<file path="config.mk">
export PLATFORM = sky130hd
export DESIGN_NAME = cmq_ctrl
export DESIGN_NICKNAME = d
export VERILOG_FILES = /design/src/rtl/cmq_pkg.sv /design/src/rtl/cmq_ctrl.sv
export SDC_FILE = /design/constraint.sdc
export NUM_CORES = 1
export LEC_CHECK = 0
export ABC_AREA = 1
export BUFFER_PORTS_ARGS = -buffer_cell sky130_fd_sc_hd__buf_2
export CAP_MARGIN = 20
export CORE_MARGIN = 4
export CORE_UTILIZATION = 35
export DETAILED_ROUTE_END_ITERATION = 8
export GPL_TIMING_DRIVEN = 0
export PLACE_DENSITY = 0.62
export SLEW_MARGIN = 20
export SYNTH_ARGS = -nofsm -noshare
export SYNTH_HDL_FRONTEND = slang
export SYNTH_SLANG_ARGS = --single-unit
export TNS_END_PERCENT = 30
</file>
<file path="constraint.sdc">
create_clock -name clk_i -period 4.6 [get_ports clk_i]
set_clock_uncertainty 0.1 [all_clocks]
set_input_delay 0.69 -clock clk_i [delete_from_list [all_inputs] [get_ports clk_i]]
set_output_delay 0.69 -clock clk_i [all_outputs]
set_load 0.1 [all_outputs]
</file>
<file path="src/rtl/cmq_pkg.sv">
// ----------------------------------------------------------------------------
// cmq_pkg
// shared types, codes and constants for the gated can message queues
// ----------------------------------------------------------------------------
package cmq_pkg;

  localparam int NumQueues  = 6;
  localparam int MaxDepth   = 64;
  localparam int PtrW       = $clog2(MaxDepth);
  localparam int DepthW     = PtrW + 1;
  localparam int QueueW     = 3;
  localparam int AddrW      = QueueW + PtrW;
  localparam int MemDepth   = NumQueues * MaxDepth;
  localparam int KindW      = 2;
  localparam int IdW        = 29;
  localparam int LenW       = 4;
  localparam int PayW       = 64;
  localparam int HdrW       = KindW + IdW + LenW;
  localparam int EntryW     = HdrW + PayW;
  localparam int InDataW    = 112;
  localparam int InUserW    = 6;
  localparam int OutDataW   = 104;
  localparam int OutUserW   = 1;

  localparam int DefaultDepth = 8;

  localparam logic [7:0]      EnableReset = 8'hFF;
  localparam logic [LenW-1:0] MaxLen      = 4'd8;

  typedef enum logic [2:0] {
    CmdWrite = 3'd0,
    CmdRead  = 3'd1,
    CmdNm    = 3'd2,
    CmdDiag  = 3'd3,
    CmdClear = 3'd4
  } cmd_e;

  localparam logic [QueueW-1:0] ChAppRx  = 3'd0;
  localparam logic [QueueW-1:0] ChAppTx  = 3'd1;
  localparam logic [QueueW-1:0] ChNmRx   = 3'd2;
  localparam logic [QueueW-1:0] ChNmTx   = 3'd3;
  localparam logic [QueueW-1:0] ChDiagRx = 3'd4;
  localparam logic [QueueW-1:0] ChDiagTx = 3'd5;

  localparam logic [1:0] CtrlBothOn  = 2'd0;
  localparam logic [1:0] CtrlRxOnly  = 2'd1;
  localparam logic [1:0] CtrlTxOnly  = 2'd2;
  localparam logic [1:0] CtrlBothOff = 2'd3;
  localparam logic [1:0] ComApp      = 2'd0;
  localparam logic [1:0] ComNm       = 2'd1;
  localparam logic [1:0] ComBoth     = 2'd2;
  localparam logic [1:0] ComNone     = 2'd3;

  localparam logic [7:0] WriteNeed [NumQueues] = '{8'h11, 8'h22, 8'h40, 8'h80, 8'h04, 8'h08};

  typedef struct packed {
    logic              we;
    logic              re;
    logic [AddrW-1:0]  addr;
    logic [EntryW-1:0] wdata;
  } mem_req_t;

  function automatic logic [DepthW-1:0] clamp_depth(input int d);
    logic [DepthW-1:0] r;
    if (d < 1) begin
      r = DepthW'(1);
    end else if (d > MaxDepth) begin
      r = DepthW'(MaxDepth);
    end else begin
      r = DepthW'(d);
    end
    return r;
  endfunction

endpackage

</file>
<file path="src/rtl/cmq_ctrl.sv">
// ----------------------------------------------------------------------------
// cmq_ctrl
// command decode, queue pointers, enable gating and result register
// ----------------------------------------------------------------------------
module cmq_ctrl #(
  parameter int APP_RX_DEPTH  = cmq_pkg::DefaultDepth,
  parameter int APP_TX_DEPTH  = cmq_pkg::DefaultDepth,
  parameter int NM_RX_DEPTH   = cmq_pkg::DefaultDepth,
  parameter int NM_TX_DEPTH   = cmq_pkg::DefaultDepth,
  parameter int DIAG_RX_DEPTH = cmq_pkg::DefaultDepth,
  parameter int DIAG_TX_DEPTH = cmq_pkg::DefaultDepth
) (
  input  logic                         clk_i,
  input  logic                         rst_ni,
  input  logic                         in_valid_i,
  output logic                         in_ready_o,
  input  logic [cmq_pkg::InDataW-1:0]  in_data_i,
  input  logic [cmq_pkg::InUserW-1:0]  in_user_i,
  output logic                         out_valid_o,
  input  logic                         out_ready_i,
  output logic [cmq_pkg::OutDataW-1:0] out_data_o,
  output logic [cmq_pkg::OutUserW-1:0] out_user_o,
  output cmq_pkg::mem_req_t            mem_req_o,
  input  logic [cmq_pkg::EntryW-1:0]   mem_rdata_i
);

  typedef enum logic {
    StIdle,
    StRead
  } state_e;

  localparam logic [cmq_pkg::DepthW-1:0] QDepth [cmq_pkg::NumQueues] = '{
    cmq_pkg::clamp_depth(APP_RX_DEPTH), cmq_pkg::clamp_depth(APP_TX_DEPTH),
    cmq_pkg::clamp_depth(NM_RX_DEPTH),  cmq_pkg::clamp_depth(NM_TX_DEPTH),
    cmq_pkg::clamp_depth(DIAG_RX_DEPTH), cmq_pkg::clamp_depth(DIAG_TX_DEPTH)
  };

  state_e                        state_q, state_d;
  logic [cmq_pkg::PtrW-1:0]      wr_ptr_q [cmq_pkg::NumQueues];
  logic [cmq_pkg::PtrW-1:0]      wr_ptr_d [cmq_pkg::NumQueues];
  logic [cmq_pkg::PtrW-1:0]      rd_ptr_q [cmq_pkg::NumQueues];
  logic [cmq_pkg::PtrW-1:0]      rd_ptr_d [cmq_pkg::NumQueues];
  logic [cmq_pkg::NumQueues-1:0] full_q, full_d;
  logic [7:0]                    en_q, en_d;
  logic                          out_valid_q, out_valid_d;
  logic                          ok_q, ok_d;
  logic [cmq_pkg::HdrW-1:0]      hdr_q, hdr_d;
  logic [cmq_pkg::PayW-1:0]      pay_q, pay_d;

  // input fields
  cmq_pkg::cmd_e                 cmd;
  logic [cmq_pkg::QueueW-1:0]    channel;
  logic [cmq_pkg::KindW-1:0]     frame_kind;
  logic [cmq_pkg::IdW-1:0]       msg_id;
  logic [cmq_pkg::PayW-1:0]      payload;
  logic [cmq_pkg::LenW-1:0]      length;
  logic                          rx_side, enable_flag, no_ack, bus_off;
  logic [1:0]                    ctrl_type, com_type;

  assign cmd         = cmq_pkg::cmd_e'(in_user_i[2:0]);
  assign channel     = in_user_i[5:3];
  assign frame_kind  = in_data_i[1:0];
  assign msg_id      = in_data_i[30:2];
  assign payload     = in_data_i[94:31];
  assign length      = in_data_i[98:95];
  assign rx_side     = in_data_i[99];
  assign enable_flag = in_data_i[100];
  assign ctrl_type   = in_data_i[102:101];
  assign com_type    = in_data_i[104:103];
  assign no_ack      = in_data_i[105];
  assign bus_off     = in_data_i[106];

  logic                          fire;
  logic                          q_valid;
  logic [cmq_pkg::QueueW-1:0]    qi;
  logic [cmq_pkg::LenW-1:0]      len_sat;
  logic [cmq_pkg::PayW-1:0]      pay_masked;
  logic [cmq_pkg::PtrW-1:0]      w_next, r_next;
  logic                          link_gated, gate_ok, is_empty;
  logic                          rx_on, tx_on;
  logic [7:0]                    nm_bits, sel, set;

  assign in_ready_o = (state_q == StIdle) && (!out_valid_q || out_ready_i);
  assign fire       = in_valid_i && in_ready_o;
  assign q_valid    = channel < cmq_pkg::QueueW'(cmq_pkg::NumQueues);
  assign qi         = q_valid ? channel : cmq_pkg::ChAppRx;
  assign len_sat    = (length > cmq_pkg::MaxLen) ? cmq_pkg::MaxLen : length;

  always_comb begin
    for (int i = 0; i < 8; i++) begin
      pay_masked[8*i +: 8] = (cmq_pkg::LenW'(i) < len_sat) ? payload[8*i +: 8] : 8'h00;
    end
  end

  assign w_next = ({1'b0, wr_ptr_q[qi]} + cmq_pkg::DepthW'(1) >= QDepth[qi]) ?
                  '0 : wr_ptr_q[qi] + cmq_pkg::PtrW'(1);
  assign r_next = ({1'b0, rd_ptr_q[qi]} + cmq_pkg::DepthW'(1) >= QDepth[qi]) ?
                  '0 : rd_ptr_q[qi] + cmq_pkg::PtrW'(1);

  assign link_gated = (qi == cmq_pkg::ChAppRx) || (qi == cmq_pkg::ChAppTx) ||
                      (qi == cmq_pkg::ChDiagRx) || (qi == cmq_pkg::ChDiagTx);
  assign gate_ok    = ((en_q & cmq_pkg::WriteNeed[qi]) == cmq_pkg::WriteNeed[qi]) &&
                      !full_q[qi] && !(link_gated && (no_ack || bus_off));
  assign is_empty   = (rd_ptr_q[qi] == wr_ptr_q[qi]) && !full_q[qi];

  assign rx_on   = (ctrl_type == cmq_pkg::CtrlBothOn) || (ctrl_type == cmq_pkg::CtrlRxOnly);
  assign tx_on   = (ctrl_type == cmq_pkg::CtrlBothOn) || (ctrl_type == cmq_pkg::CtrlTxOnly);
  assign nm_bits = rx_side ? 8'h05 : 8'h0A;

  always_comb begin
    sel = 8'h00;
    set = 8'h00;
    if ((com_type == cmq_pkg::ComApp) || (com_type == cmq_pkg::ComBoth)) begin
      sel = sel | 8'h30;
      set = set | {2'b00, tx_on, rx_on, 4'h0};
    end
    if ((com_type == cmq_pkg::ComNm) || (com_type == cmq_pkg::ComBoth)) begin
      sel = sel | 8'hC0;
      set = set | {tx_on, rx_on, 6'h00};
    end
  end

  always_comb begin
    state_d     = state_q;
    wr_ptr_d    = wr_ptr_q;
    rd_ptr_d    = rd_ptr_q;
    full_d      = full_q;
    en_d        = en_q;
    ok_d        = ok_q;
    hdr_d       = hdr_q;
    pay_d       = pay_q;
    out_valid_d = out_valid_q && !out_ready_i;
    mem_req_o   = '0;
    unique case (state_q)
      StIdle: begin
        if (fire) begin
          out_valid_d = 1'b1;
          ok_d        = 1'b0;
          hdr_d       = '0;
          pay_d       = '0;
          unique case (cmd)
            cmq_pkg::CmdWrite: begin
              if (q_valid && gate_ok) begin
                mem_req_o.we    = 1'b1;
                mem_req_o.addr  = {qi, wr_ptr_q[qi]};
                mem_req_o.wdata = {frame_kind, msg_id, len_sat, pay_masked};
                wr_ptr_d[qi]    = w_next;
                if (w_next == rd_ptr_q[qi]) begin
                  full_d[qi] = 1'b1;
                end
                ok_d = 1'b1;
              end
            end
            cmq_pkg::CmdRead: begin
              if (q_valid && !is_empty) begin
                mem_req_o.re   = 1'b1;
                mem_req_o.addr = {qi, rd_ptr_q[qi]};
                rd_ptr_d[qi]   = r_next;
                full_d[qi]     = 1'b0;
                out_valid_d    = 1'b0;
                state_d        = StRead;
              end
            end
            cmq_pkg::CmdNm: begin
              en_d = enable_flag ? (en_q | nm_bits) : (en_q & ~nm_bits);
              if (rx_side) begin
                wr_ptr_d[cmq_pkg::ChAppRx]  = '0;
                rd_ptr_d[cmq_pkg::ChAppRx]  = '0;
                full_d[cmq_pkg::ChAppRx]    = 1'b0;
                wr_ptr_d[cmq_pkg::ChDiagRx] = '0;
                rd_ptr_d[cmq_pkg::ChDiagRx] = '0;
                full_d[cmq_pkg::ChDiagRx]   = 1'b0;
              end else begin
                wr_ptr_d[cmq_pkg::ChAppTx]  = '0;
                rd_ptr_d[cmq_pkg::ChAppTx]  = '0;
                full_d[cmq_pkg::ChAppTx]    = 1'b0;
                wr_ptr_d[cmq_pkg::ChDiagTx] = '0;
                rd_ptr_d[cmq_pkg::ChDiagTx] = '0;
                full_d[cmq_pkg::ChDiagTx]   = 1'b0;
              end
              ok_d = 1'b1;
            end
            cmq_pkg::CmdDiag: begin
              en_d = (en_q & ~sel) | set;
              ok_d = 1'b1;
            end
            cmq_pkg::CmdClear: begin
              for (int i = 0; i < cmq_pkg::NumQueues; i++) begin
                wr_ptr_d[i] = '0;
                rd_ptr_d[i] = '0;
              end
              full_d = '0;
              ok_d   = 1'b1;
            end
            default: begin
              ok_d = 1'b0;
            end
          endcase
        end
      end
      StRead: begin
        out_valid_d = 1'b1;
        ok_d        = 1'b1;
        hdr_d       = mem_rdata_i[cmq_pkg::EntryW-1:cmq_pkg::PayW];
        pay_d       = mem_rdata_i[cmq_pkg::PayW-1:0];
        state_d     = StIdle;
      end
      default: begin
        state_d = StIdle;
      end
    endcase
  end

  always_ff @(posedge clk_i or negedge rst_ni) begin
    if (!rst_ni) begin
      state_q     <= StIdle;
      for (int i = 0; i < cmq_pkg::NumQueues; i++) begin
        wr_ptr_q[i] <= '0;
        rd_ptr_q[i] <= '0;
      end
      full_q      <= '0;
      en_q        <= cmq_pkg::EnableReset;
      out_valid_q <= 1'b0;
      ok_q        <= 1'b0;
      hdr_q       <= '0;
      pay_q       <= '0;
    end else begin
      state_q     <= state_d;
      wr_ptr_q    <= wr_ptr_d;
      rd_ptr_q    <= rd_ptr_d;
      full_q      <= full_d;
      en_q        <= en_d;
      out_valid_q <= out_valid_d;
      ok_q        <= ok_d;
      hdr_q       <= hdr_d;
      pay_q       <= pay_d;
    end
  end

  // hdr_q: {kind, id, len}
  assign out_valid_o = out_valid_q;
  assign out_user_o  = ok_q;
  assign out_data_o  = {5'b0, pay_q, hdr_q[cmq_pkg::LenW-1:0],
                        hdr_q[cmq_pkg::HdrW-cmq_pkg::KindW-1:cmq_pkg::LenW],
                        hdr_q[cmq_pkg::HdrW-1:cmq_pkg::HdrW-cmq_pkg::KindW]};

endmodule

</file>
==> summary.txt <==
STA
  – Final period util: 0.957
  – Unrepaired setup endpoints after global routing: false
  – Final hold slack: 43.4 ps
  – Slew @ Worst Pin: 1060 ps
  – Setup TNS: 0 ps
  – Count of pins over their slew limit: 0
  – Final setup fails: 0
  – Fmax: 227 MHz
  – Final hold violations: 0
  – Final WS setup: 199 ps
  – Crit path time final: 4400 ps
  – Max-slew headroom: 0.291

Pwr
  – Pwr/cell area: 332 nW/um2
  – Net Sw Power: 1620 uW
  – Clock power frac: 0.356
  – VDD IR-drop max: 0.198 mV
  – Flop pwr share: 0.411
  – Logic gate share of total power: 0.233
  – Sw frac: 0.360
  – Internal Pwr Total: 2880 uW
  – Static Leak: 0.00763 uW

Floorplan
  – Core ar.: 27000 um2
  – I/O Pins: 438
  – Total Die Area: 30000 um2
  – Initial Util: 0.355
  – Row Count: 60
  – DIE WIDTH: 173 um
  – Die height: 173 um

Worst setup path
  – Crit-path max FO: 10
  – CP endpoint kind: output pin
  – CP Class: in -> out
  – R2R Setup Slk: 1580 ps
  – End of the critical path: mem_req_o[51]
  – Critical Path RT: 3810 ps
  – Critical Path AT: 3610 ps
  – Reg2reg path depth: 7
  – Setup crit start kind: primary input
  – Reg2reg end: hdr_q[20]
  – Worst Setup SP: in_user_i[4]
  – Reg-to-reg critical path startpoint: state_q

Route
  – 1st-iter DRT viols: 729
  – WL/cell: 18.1 um
  – Detailed Route WL: 35.1 mm
  – DRC viols: 0
  – Antenna-violating nets left: 0
  – Vias per cell: 4.96
  – 1st-pass router iterations: 5
  – Vias: 9598

Final layout
  – Layout Area Growth over Synthesis: 41.8%
  – ANT cells: 0
  – Share of cells above drive strength 1: 0.388
  – Final net count: 1811
  – Layout Utilization: 0.503
  – Post-route design area: 13600 um2

Clock tree
  – CTS Buf Count: 17
  – Htree depth: 4
  – Clk pin slew, worst setup/hold paths: 90 ps
  – Worst-Skew Late Latency: 450 ps
  – Clock sinks: 188
  – Clock Path Buffers: 2
  – CTS root buf: clkbuf_16
  – TritonCTS clock tree: yes

Synth
  – Yosys top cell by area: dfrtp_1
  – Seq/Total Area, Yosys: 0.493
  – YS warnings: 0
  – Cell count after synthesis: 1130
  – Yosys cell types: 45
  – Avg Inst Size Synth: 8.47 um2
  – Yosys reg bits: 188
  – Synth top area cells: dfrtp_1, nand2_1, a22o_1
  – Share of the synthesized area in the top cell type: 0.471
  – Synth top cells by count: nand2_1, dfrtp_1, inv_1
  – Asr flop ratio synth: 1.00
  – Count leader, synth: nand2_1
  – Top_reg_cell synth: dfrtp_1
  – Post-synth EDFFs: 0
  – Netlist Area Pre-Place: 9570 um2

Hold path
  – Worst hold path type: in -> async

Place
  – Setup slack at placement: -236 ps
  – Gpl congestion: 0.893
  – Dpl cell area: 12800 um2
  – Number of port buffers: 426
  – DP HPWL: 27.8 mm

Global route
  – Pin count of the biggest net entering global routing: 82
  – Initial antenna violation count: 3
  – Vias in the first global route: 9392
  – Total GRT Usage: 0.228
  – First-pass GRT wire length: 54.4 mm
  – Global route total overflow: 0

Status
  – Status: completed

Run
  – Max-cap violations: 0
[what timing repair did]
| action | 4_1_cts | 5_1_grt |
|---|---|---|
| buffers inserted | 0 | 1 |
| endpoints found under the setup margin | 27 | 37 |
| resized for setup | 10 | 36 |
| hold buffers | 0 | 0 |
[power groups by stage]
stage | clock, uW | sequential (uW) | combinational [uW]
final | 1600 | 1850 | 1050
after global routing | 1700 | 1870 | 1140
after CTS | 1640 | 1850 | 1050
after detailed placement | 0 | 1880 | 1050
after global placement | 0 | 1880 | 1030
after floorplan | 0 | 2140 | 458
[sequential cells by signal, indices dropped and copies added (netlist names)]
signal	cells
pay_q	64
rd_ptr_q	36
wr_ptr_q	36
hdr_q	35
en_q	8
full_q	6
out_user_o	1
out_valid_o	1
state_q	1
[placed cells by master (no fill, tap or decap), drive strengths merged, types with 2 or more instances in the layout]
cell	instances
a21oi	19
a22o	99
a22oi	2
buf	427
clkbuf	71
clkinv	7
conb	5
dfrtp	180
dfstp	8
ha	7
inv	164
nand2	279
nand3	53
nand4	12
nor2	117
nor3	8
nor3b	40
o211ai	6
o21ai	74
o22ai	3
or2	5
[how the worst min path moves through the flow]
stage / start / depth (start not counted) / slack [ps] / to
2_1_floorplan: rst_ni / 0 / 290 / full_q[0]
3_3_place_gp: wr_ptr_q[9] / 2 / 340 / wr_ptr_q[9]
3_5_place_dp: wr_ptr_q[9] / 2 / 350 / wr_ptr_q[9]
4_1_cts: rst_ni / 1 / 60 / hdr_q[7]
5_1_grt: rst_ni / 1 / 70 / hdr_q[7]
6_report: rst_ni / 1 / 40 / hdr_q[7]
[per-layer routing]
layer,GRT usage,wire [um],part of all wire,vias to the layer above
met5,0,7,0.00020,-
met4,0.0645,697,0.020,2
met3,0.0632,3080,0.088,43
met2,0.367,16400,0.47,440
met1,0.303,14900,0.42,4523
li1,-,-,-,4590
[final cells by class]
| cell class | count | area (um2) |
|---|---|---|
| clock inverters | 15 | 228 |
| multi-input cells | 737 | 4510 |
| well taps | 341 | 427 |
| fillers | 2549 | 13400 |
| clock buffers | 17 | 425 |
| repair buffers | 430 | 2340 |
| plain buffers | 51 | 312 |
| flip-flops and latches | 188 | 4720 |
| inverters | 158 | 612 |
[metrics by stage]
stage | power (uW) | std cells
after global routing | 4710 | 1937
after floorplan | 2600 | 1134
after detailed placement | 2930 | 1904
final | 4500 | 1937
after global placement | 2910 | 1901
after CTS | 4540 | 1936
[worst max-delay path, cell delays in order]
cell      delay (ps)
buf_2            150
ha_4             210
nor2_8           220
buf_6            220
nand2_1           70
nand3_1           60
nand3_1          100
a21oi_2          200
nand3_2          140
nor2_4           260
inv_2             90
nor2_4           140
inv_4             90
buf_2            230
nor3b_2          320
clkbuf_4         410
[kinds of logic after synthesis]
| group | synth area share |
|---|---|
| AND/OR/NAND/NOR | 0.250 |
| buffers and inverters | 0.0911 |
| AO/OA/AOI/OAI | 0.156 |
| flip-flops | 0.493 |
| adder cells (fa/ha/maj) | 0.00915 |
| XOR/XNOR | 0.000916 |
| other | 0.000392 |
Power figures use the tool's default switching activity.
